File: src/rtl/stt_pkg.sv
`default_nettype none

package stt_pkg;

    localparam int SLOTS       = 16;
    localparam int MAX_RESULTS = 16;
    localparam int SLOT_W      = $clog2(SLOTS > 1 ? SLOTS : 2);
    localparam int CNT_W       = $clog2(MAX_RESULTS + 1);
    localparam int DELAY_W     = 32;
    localparam int TAG_W       = 16;

    localparam logic ACT_TICK  = 1'b0;
    localparam logic ACT_ARM   = 1'b1;

    localparam logic KIND_ACK  = 1'b0;
    localparam logic KIND_FIRE = 1'b1;

    localparam logic STS_OK    = 1'b0;
    localparam logic STS_FULL  = 1'b1;

    typedef enum logic [1:0] {
        OP_NOP,
        OP_ARM,
        OP_FREE,
        OP_DEC
    } stt_op_t;

    typedef struct packed {
        stt_op_t             op;
        logic [SLOT_W-1:0]   idx;
        logic [DELAY_W-1:0]  delay;
        logic [TAG_W-1:0]    tag;
    } stt_slot_cmd_t;

    typedef struct packed {
        logic                busy;
        logic                zero;
        logic [TAG_W-1:0]    tag;
    } stt_slot_rd_t;

endpackage

`default_nettype wire

File: src/rtl/stt_slot_store.sv
`default_nettype none

module stt_slot_store import stt_pkg::*;
(
    input  wire logic              clk,
    input  wire logic              rst_n,
    input  wire stt_slot_cmd_t     cmd,
    output stt_slot_rd_t           rd,
    output logic                   full,
    output logic [SLOT_W-1:0]      free_idx
);

    logic [SLOTS-1:0]   busy_reg;
    logic [SLOTS-1:0]   busy_next;
    logic [DELAY_W-1:0] delay_reg [SLOTS];
    logic [TAG_W-1:0]   tag_reg   [SLOTS];

    always_comb
    begin
        full     = 1'b1;
        free_idx = '0;
        for (int i = SLOTS - 1; i >= 0; i--)
        begin
            if (!busy_reg[i])
            begin
                full     = 1'b0;
                free_idx = SLOT_W'(i);
            end
        end
    end

    assign rd.busy = busy_reg[cmd.idx];
    assign rd.zero = (delay_reg[cmd.idx] == '0);
    assign rd.tag  = tag_reg[cmd.idx];

    always_comb
    begin
        busy_next = busy_reg;
        case (cmd.op)
            OP_ARM:  busy_next[cmd.idx] = 1'b1;
            OP_FREE: busy_next[cmd.idx] = 1'b0;
            OP_DEC:  busy_next = busy_reg;
            OP_NOP:  busy_next = busy_reg;
            default: busy_next = busy_reg;
        endcase
    end

    always_ff @(posedge clk or negedge rst_n)
    begin
        if (!rst_n)
        begin
            busy_reg <= '0;
        end
        else
        begin
            busy_reg <= busy_next;
        end
    end

    // The single decrementer is shared by every slot over the scan.
    always_ff @(posedge clk)
    begin
        if (cmd.op == OP_ARM)
        begin
            delay_reg[cmd.idx] <= cmd.delay;
            tag_reg[cmd.idx]   <= cmd.tag;
        end
        else if (cmd.op == OP_DEC)
        begin
            delay_reg[cmd.idx] <= delay_reg[cmd.idx] - DELAY_W'(1);
        end
    end

endmodule

`default_nettype wire

File: config.mk
export PLATFORM = sky130hd
export DESIGN_NAME = stt_slot_store
export DESIGN_NICKNAME = d
export VERILOG_FILES = /design/src/rtl/stt_pkg.sv /design/src/rtl/stt_slot_store.sv
export SDC_FILE = /design/constraint.sdc
export NUM_CORES = 1
export LEC_CHECK = 0
export BUFFER_PORTS_ARGS = -buffer_cell sky130_fd_sc_hd__buf_2
export CAP_MARGIN = 20
export CORE_UTILIZATION = 44
export CTS_CLUSTER_DIAMETER = 120
export DETAILED_ROUTE_END_ITERATION = 12
export PLACE_DENSITY = 0.59
export SYNTH_ARGS = -nofsm -noshare
export SYNTH_HDL_FRONTEND = slang
export SYNTH_SLANG_ARGS = --single-unit
export TNS_END_PERCENT = 10
File: constraint.sdc
create_clock -name clk -period 4 [get_ports clk]
set_input_delay 0.6 -clock clk [delete_from_list [all_inputs] [get_ports clk]]
set_output_delay 0.6 -clock clk [all_outputs]
set_load 0.02 [all_outputs]
==> results.toml, run 1 <==
[worst_hold_path]
hold_class = "primary input to flop"

[floorplan]
ios = 79
start_util = 0.448
die_h_um = 267
core_area_um2 = 69200
die_w_um = 267
rows = 96
die_area_um2 = 71500

[setup_path]
worst_ep_arrival_time_ns = 3.33
path_delay_family = "simple AND/OR/NAND/NOR gates"
cp_slowest_cell = "or4_4"
path_max_fanout = 2
max_stage_delay_ns = 0.50
crit_chain = "mux4_2 > a22oi_2 > nand2_1 > or4_4 > or3b_4 > nor3_4 > nor3b_2 > buf_4 > buf_6"
path_class = "flop to output pin"
path_buf_inv = 2
required_ns = 3.40
critPathLaunchType = "flop"
worst_setup_path_end_kind = "output pin"

[pwr]
power.density_nw_per_um2 = 486
peakVddDrop_v = 0.000306
power_leakage_nw = 11.9

[finish]
finalNetCount = 1774
area_growth_pct = 19.2
fillCellCount = 5417
utilization = 0.534
drive_gt1_frac = 0.379
largest_reg_flops = 512

[sta]
setup_viol = 0
slew_violations = 0
worstMarginPinSlew_ns = 1.01
hold_slack_ns = 0.342
relSlewSlack = 0.328
rsz0062_at_grt = "true"
finalClockSkew_ns = 0.0427
hold_viol = 0
max_freq_mhz = 254
fin_crit_ns = 3.93
fin_crit_sh = 0.984

[flow_run]
maxCapViolCount = 0

[global_route]
antenna_found_initial = 1
overflow = 0
grt_pass1_vias = 16300
grt_max_degree = 50
gr-usage-all-layers = 0.210
grt_pass1_wl_um = 108000

[drt]
vias = 15500
drcViolationCount = 0
postRouteAntennaNets = 0
wl_per_cell_um = 27.0
dr.pass1.iters = 7
avgViaCountPerCell = 5.72
routed_wl_um = 73300
initialDrtViolationCount = 1201

[place]
gp_congestion = 0.755
dp_hpwl_um = 40400
port_buffers = 78

[synth]
synth_area_um2 = 31000
synth_fp_nets = 1507
synth_cell_types = 46
synthCells = 1447
syn_avg_cell_area_um2 = 21.4
synth-seq-cells = 784
seq_area_frac_synth = 0.757
yosys_warnings = 0

[clocking]
cts_tree = "yes"
cts.clk_slew.worst_paths_ns = 0.06
cts_buffer_depth = 3
cts-root-buf = "clkbuf_16"
insertion_delay_ns = 0.64
cts_sinks = 784
numCtsBuffers = 81
htree_levels = 3

[outcome]
outcome = "completed"
synthesized netlist by cell type (all sizes together):
library cell,count,area share
nand4b,1,0.00028
and2,1,0.00020
a31oi,10,0.0020
nand2,37,0.0046
or4,2,0.00061
mux2,2,0.00073
dfrtp,16,0.013
buf,35,0.0083
ha,4,0.0016
xnor2,24,0.0068
inv,8,0.00097
nor2,93,0.011
nor2b,6,0.0012
clkbuf,45,0.0054
a21oi,46,0.0074
o211ai,1,0.00024
a22o,2,0.00057
a22oi,48,0.012
mux4,217,0.16
or3b,1,0.00028
nand2b,6,0.0012
or3,2,0.00040
or2,2,0.00040
nand4,6,0.0012
nand3b,2,0.00061
nor4b,3,0.0015
a21boi,4,0.00097
edfxtp,768,0.74
nor4,12,0.0047
xor2,5,0.0014
nor3,9,0.0021
o21ai,6,0.00097
mux2i,11,0.0036
nand3,10,0.0016
nor3b,2,0.00048
power breakdown:
group	total (mW)	internal, mW	switching [mW]
Sequential	9.32	9.24	0.0801
Clock	7.25	4.14	3.11
Combinational	1.41	0.618	0.789
Total	18.0	14.0	3.98
routing by layer:
metal / vias up / track usage / routed length [µm]
met5: - / 0 / 0
met4: 0 / 0.0596 / 1570
met1: 8340 / 0.279 / 30300
li1: 6611 / - / -
met3: 113 / 0.0329 / 3650
met2: 425 / 0.358 / 37800
kinds of logic after synthesis:
group	Yosys count	share of synthesized area
buffers and inverters	88	0.0147
adder cells (fa/ha/maj)	4	0.00161
AO/OA/AOI/OAI	117	0.0241
XOR/XNOR	29	0.00819
multiplexers	230	0.162
AND/OR/NAND/NOR	195	0.0327
flip-flops	784	0.757
layout make-up:
cell class                      instances  area (µm²)  area share
Tap cell                              931        1160      0.0315
Clock inverter                         48         399      0.0108
Timing Repair Buffer                  264        2380      0.0645
Sequential cell                       784       23500       0.635
Inverter                                8        30.0    0.000813
Clock buffer                           98        2130      0.0577
Antenna cell                            1        2.50   0.0000677
Multi-Input combinational cell        575        7380       0.200
cells in the final DEF, fill, tap and decap left out, drive strengths merged, types with 4 or more instances in the layout:
cell type,count
a21oi,46
mux4,217
nand2b,6
nand2,37
inv,12
nand3,10
clkbuf,101
buf,260
edfxtp,768
mux2i,11
bufinv,5
o21ai,6
ha,4
a31oi,10
clkinvlp,4
nor2,93
xor2,5
nor3,9
dfrtp,16
xnor2,24
a21boi,4
clkinv,35
a22oi,48
nor2b,6
nor4,12
nand4,6
what timing repair did:
action	4_1_cts	5_1_grt
cloned	0	2
buffers inserted	14	2
endpoints found under the setup margin	6	10
hold buffers	1	0
pin swaps	13	6
gates resized for setup	21	18
hold endpoints to repair	16	0
worst reg2reg max path, cell delays in order (launching register included):
cell	delay (ns)
edfxtp_1	0.37
mux4_2	0.48
a22oi_2	0.24
nand2_1	0.10
buf_4	0.14
buf_4	0.12
buf_4	0.12
buf_4	0.12
buf_4	0.13
buf_4	0.12
buf_4	0.12
buf_4	0.12
buf_4	0.12
buf_4	0.12
buf_4	0.12
buf_4	0.12
buf_4	0.12
buf_4	0.12
buf_4	0.13
xor2_1	0.18
a21oi_4	0.36
through the flow:
stage	setup TNS (ns)	instance area [µm²]	cells	total power [mW]	worst slack (ns)
floorplan	-179.04	31000	1447	10.3	-0.517
global placement	-40.15	34100	2544	10.8	-0.297
detailed placement	-60.61	34100	2544	10.9	-0.271
CTS	-0.0648	36800	2705	18.1	-0.0648
global route	-0.0881	37000	2709	18.5	-0.0881
finish	0	37000	2709	18.0	0.0656
final timing paths:
check	from	end	slack, ns	cells after the start
hold reg to reg	flop	flop	0.61	2
setup reg to reg	delay_reg[2][8]	delay_reg[4][8]	0.23	20
max in group asynchronous	rst_n	async pin	3.28	2
hold / removal	cmd[1]	tag_reg[6][1]	0.34	1
min in group asynchronous	rst_n	async pin	0.45	2
setup / recovery	delay_reg[2][8]	rd[16]	0.07	9
(Power assumes the default switching activity.)
==> run 2: changes to the inputs <==
--- a/config.mk
+++ b/config.mk
@@ -7,10 +7,10 @@
 export LEC_CHECK = 0
 export BUFFER_PORTS_ARGS = -buffer_cell sky130_fd_sc_hd__buf_2
 export CAP_MARGIN = 20
-export CORE_UTILIZATION = 44
+export CORE_UTILIZATION = 40
 export CTS_CLUSTER_DIAMETER = 120
 export DETAILED_ROUTE_END_ITERATION = 12
-export PLACE_DENSITY = 0.59
+export PLACE_DENSITY = 0.54
 export SYNTH_ARGS = -nofsm -noshare
 export SYNTH_HDL_FRONTEND = slang
 export SYNTH_SLANG_ARGS = --single-unit
==> run 2 against run 1 <==
Power is 0.62% lower. Critical endpoint unchanged. Worst setup slack worse by 0.043 ns. Count of clock-buffer cells in the layout is 12 higher. Flip-flop and latch count stayed put. Critical path depth stayed put. First-iteration DRC count is 2.3% lower. Sequential power hardly changed.
==> results.toml, run 2 (synthesized netlist as in run 1, its figures left out) <==
[outcome]
outcome = "completed"

[drt]
wl_per_cell_um = 26.0
vias = 15300
postRouteAntennaNets = 0
initialDrtViolationCount = 1173
avgViaCountPerCell = 5.46
drcViolationCount = 0
routed_wl_um = 72900
dr.pass1.iters = 5

[setup_path]
path_max_fanout = 2
critPathLaunchType = "flop"
worst_ep_arrival_time_ns = 3.38
worst_setup_path_end_kind = "output pin"
required_ns = 3.40
path_class = "flop to output pin"

[finish]
final_cells = 2800
largest_reg_flops = 512
area_growth_pct = 18.9
multiInputGateArea_um2 = 7360
most-common-layout-cells = "768 x edfxtp_1, 217 x mux4_2, 139 x buf_4"
fillCellCount = 6338
seqCellArea_um2 = 23500
utilization = 0.483
finalNetCount = 1766
drive_gt1_frac = 0.372
diodes = 0
final_common_cell = "edfxtp_1"

[clocking]
numCtsBuffers = 83
cts.clk_slew.worst_paths_ns = 0.06
htree_levels = 3
cts-root-buf = "clkbuf_16"
insertion_delay_ns = 0.63
cts_tree = "yes"
cts_sinks = 784
cts_buffer_depth = 3

[global_route]
antenna_found_initial = 1
grt_pass1_wl_um = 108000
grt_max_degree = 70
grt_use_met1 = 0.269
grt_pass1_vias = 16000
gr-usage-all-layers = 0.190
overflow = 0
grt_use_met2 = 0.309
use_met3 = 0.0292
grt_busiest_layer = "met2"

[place]
dp_slack_ns = -0.242
gp_congestion = 0.743
dp_hpwl_um = 41300
port_buffers = 78
dp.cells = 2638

[pwr]
power.density_nw_per_um2 = 484
peakVddDrop_v = 0.000356
power_leakage_nw = 11.8

[floorplan]
die_area_um2 = 78600
die_w_um = 280
core_area_um2 = 76300
die_h_um = 280
start_util = 0.406
ios = 79
rows = 101

[sta]
hold_viol = 0
max_freq_mhz = 251
worstMarginPinSlew_ns = 1.06
relSlewSlack = 0.293
finalClockSkew_ns = 0.0225
fin_crit_ns = 3.98
setup_ws_ns = 0.0223
setup_viol = 0
fin_crit_sh = 0.994
rsz0062_at_grt = "true"
slew_violations = 0

[worst_hold_path]
hold_class = "primary input to flop"

[flow_run]
maxCapViolCount = 0
## run 2: layer usage
layer  up-vias  wire (µm)
li1       6590          -
met4         0       1330
met3        93       3360
met1      8229      32300
met2       363      35900
met5         -          0
## run 2: layout make-up
class	instances	share of cell area
inverters	8	0.000814
multi-input cells	575	0.200
well taps	1030	0.0350
repair buffers	254	0.0601
clock buffers	110	0.0591
clock inverters	39	0.00923
flip-flops and latches	784	0.636
## run 2: metrics by stage
step,setup TNS (ns),hold WS [ns],total power [mW],cell area [µm²]
after floorplan,-179.04,0.304,10.3,31000
after global placement,-22.62,0.529,10.8,34100
after detailed placement,-29.65,0.532,10.9,34100
after CTS,-0.0541,0.297,18.0,36800
after global routing,-0.119,0.312,18.5,36900
final,0,0.337,17.9,36900
## run 2: critical path, cell delays in order (launching register included)
cell and delay [ns]:
edfxtp_1 0.38, mux4_2 0.48, a22oi_2 0.20, nand2_1 0.11
or4_4 0.49, or3b_4 0.45, nor3_4 0.19, nor3b_2 0.19
buf_4 0.14, buf_6 0.11
## run 2: worst paths after layout
kind | slack (ns) | from | end | depth (start not counted)
worst max-delay path | 0.02 | delay_reg[3][9] | rd[16] | 9
max in group asynchronous | 3.31 | rst_n | async pin | 2
worst max register to register | 0.32 | delay_reg[7][0] | delay_reg[2][5] | 11
worst min register to register | 0.61 | flop | flop | 2
worst min-delay path | 0.34 | cmd[7] | tag_reg[12][7] | 1
min in group asynchronous | 0.42 | rst_n | async pin | 2
## run 2: power by group
part,switching (mW),internal (mW),total [mW]
Sequential,0.0750,9.24,9.32
Combinational,0.777,0.604,1.38
Clock,3.11,4.05,7.16
Total,3.97,13.9,17.9
## run 2: timing repair
action | in CTS | in global routing
setup buffers | 3 | 8
gates cloned | 0 | 1
endpoints found under the setup margin | 1 | 1
resized for setup | 15 | 8
pin swaps | 11 | 7
hold buffers | 1 | 0
hold endpoints to repair | 16 | 0
==> run 3: changes to the inputs <==
--- a/config.mk
+++ b/config.mk
@@ -8,6 +8,7 @@
 export BUFFER_PORTS_ARGS = -buffer_cell sky130_fd_sc_hd__buf_2
 export CAP_MARGIN = 20
 export CORE_UTILIZATION = 40
+export CTS_BUF_LIST = sky130_fd_sc_hd__clkbuf_4 sky130_fd_sc_hd__clkbuf_8 sky130_fd_sc_hd__clkbuf_16
 export CTS_CLUSTER_DIAMETER = 120
 export DETAILED_ROUTE_END_ITERATION = 12
 export PLACE_DENSITY = 0.54
==> run 3 against run 2 <==
Via count grew 0.16%. Fmax increased by 0.19%. Clock skew fell by 0.00093 ns. Register-to-register slack better by 0.02 ns. Core utilization increased by 0.13 points. Non-clock buffer count unchanged. Global-route usage barely moved. Critical path type unchanged.
==> results.toml, run 3 (synthesized netlist as in run 1, its figures left out) <==
[sta]
fin_crit_sh = 0.993
max_freq_mhz = 252
fin_crit_ns = 3.97
slew_violations = 0
rsz0062_at_grt = "true"
finalClockSkew_ns = 0.0216
worstMarginPinSlew_ns = 1.04
hold_viol = 0
relSlewSlack = 0.309
setup_viol = 0

[drt]
avgViaCountPerCell = 5.46
dr.pass1.iters = 5
routed_wl_um = 72900
wl_met2_um = 36000
routed.top_layer = "met4"
drcViolationCount = 0
initialDrtViolationCount = 1171
wl_met1_um = 32600
met3_length_um = 3040
postRouteAntennaNets = 0
vias = 15300
wl_per_cell_um = 26.0

[pwr]
switching_power_mw = 3.97
finalPower_mw = 18.0
power.density_nw_per_um2 = 488
sequentialPowerShare = 0.516
pwr-share-comb = 0.076
p_sw_frac = 0.220
intPower_mw = 14.1
clkPwrFrac = 0.407
power_leakage_nw = 11.9
peakVddDrop_v = 0.000358

[floorplan]
start_util = 0.406
core_area_um2 = 76300
ios = 79
die_w_um = 280
rows = 101
die_area_um2 = 78600
die_h_um = 280

[global_route]
overflow = 0
grt_max_degree = 70
antenna_found_initial = 1
grt_pass1_wl_um = 108000
gr-usage-all-layers = 0.190
grt_pass1_vias = 16000

[finish]
most-common-layout-cells = "768 x edfxtp_1, 217 x mux4_2, 139 x buf_4"
finalNetCount = 1766
final_common_cell = "edfxtp_1"
area_growth_pct = 19.3
diodes = 0
largest_reg_flops = 512
drive_gt1_frac = 0.387
stdcell_area_um2 = 37000
fillCellCount = 6316

[clocking]
htree_levels = 3
insertion_delay_ns = 0.63
cts_buffer_depth = 3
cts-root-buf = "clkbuf_16"
cts_tree = "yes"
numCtsBuffers = 83
cts.clk_slew.worst_paths_ns = 0.06
cts_sinks = 784

[worst_hold_path]
hold_class = "primary input to flop"

[place]
dp_hpwl_um = 41300
placed_area_um2 = 34100
port_buffers = 78
gp_congestion = 0.743

[flow_run]
maxCapViolCount = 0

[setup_path]
worst_ep_arrival_time_ns = 3.37
critPathLaunchType = "flop"
path_class = "flop to output pin"
path_max_fanout = 2
worst_setup_path_end_kind = "output pin"
required_ns = 3.40

[outcome]
outcome = "completed"
## run 3: cell type report
type | count | area [µm²] | area share
well taps | 1030 | 1290 | 0.0349
flip-flops and latches | 784 | 23500 | 0.635
repair buffers | 254 | 2210 | 0.0599
clock inverters | 39 | 340 | 0.00920
clock buffers | 110 | 2280 | 0.0617
inverters | 8 | 30.0 | 0.000812
multi-input cells | 575 | 7360 | 0.199
## run 3: per-layer routing
metal  global-route usage  vias up
met2                0.308      360
met1                0.270     8263
li1                     -     6591
met4               0.0443        0
met5                    0        -
met3               0.0292       85
## run 3: path summary, 6_finish.rpt
| kind | start | endpoint | slack (ns) | cells after the start |
|---|---|---|---|---|
| setup / recovery | delay_reg[3][6] | rd[16] | 0.03 | 9 |
| hold / removal | cmd[7] | tag_reg[12][7] | 0.34 | 1 |
| setup reg to reg | delay_reg[7][0] | delay_reg[13][7] | 0.34 | 11 |
| hold reg to reg | flop | flop | 0.61 | 2 |
| max in group asynchronous | rst_n | async pin | 3.31 | 2 |
| min in group asynchronous | rst_n | async pin | 0.42 | 2 |
## run 3: stage by stage
stage               std cells  setup TNS (ns)  hold slack (ns)   util  setup WS [ns]
finish                   2800               0            0.341  0.484         0.0297
CTS                      2791         -0.0541            0.297  0.483        -0.0541
detailed placement       2638          -29.65            0.532  0.447         -0.242
global route             2800          -0.120            0.312  0.484         -0.120
floorplan                1447         -179.04            0.304      -         -0.517
global placement         2635          -22.62            0.529  0.447         -0.238
## run 3: power by group through the flow
stage | clock network [mW] | logic (mW) | registers (mW)
final | 7.35 | 1.38 | 9.32
after global routing | 7.80 | 1.50 | 9.33
after CTS | 7.51 | 1.38 | 9.32
after detailed placement | 0 | 1.37 | 9.49
after global placement | 0 | 1.34 | 9.48
after floorplan | 0 | 0.813 | 9.47
## run 3: timing repair
| item | in CTS | in global routing |
|---|---|---|
| setup endpoints to repair | 1 | 1 |
| resized for setup | 15 | 8 |
| setup buffers | 3 | 8 |
| hold buffers | 1 | 0 |
| hold endpoints to repair | 16 | 0 |
| pin swaps | 11 | 7 |
| cloned | 0 | 1 |
## run 3: critical path, stage by stage (launching register included)
cell and delay, ns:
edfxtp_1 0.35, mux4_2 0.48, a22oi_2 0.20, nand2_2 0.09
or4_4 0.54, or3b_4 0.45, nor3_4 0.19, nor3b_2 0.19
buf_4 0.14, buf_6 0.11
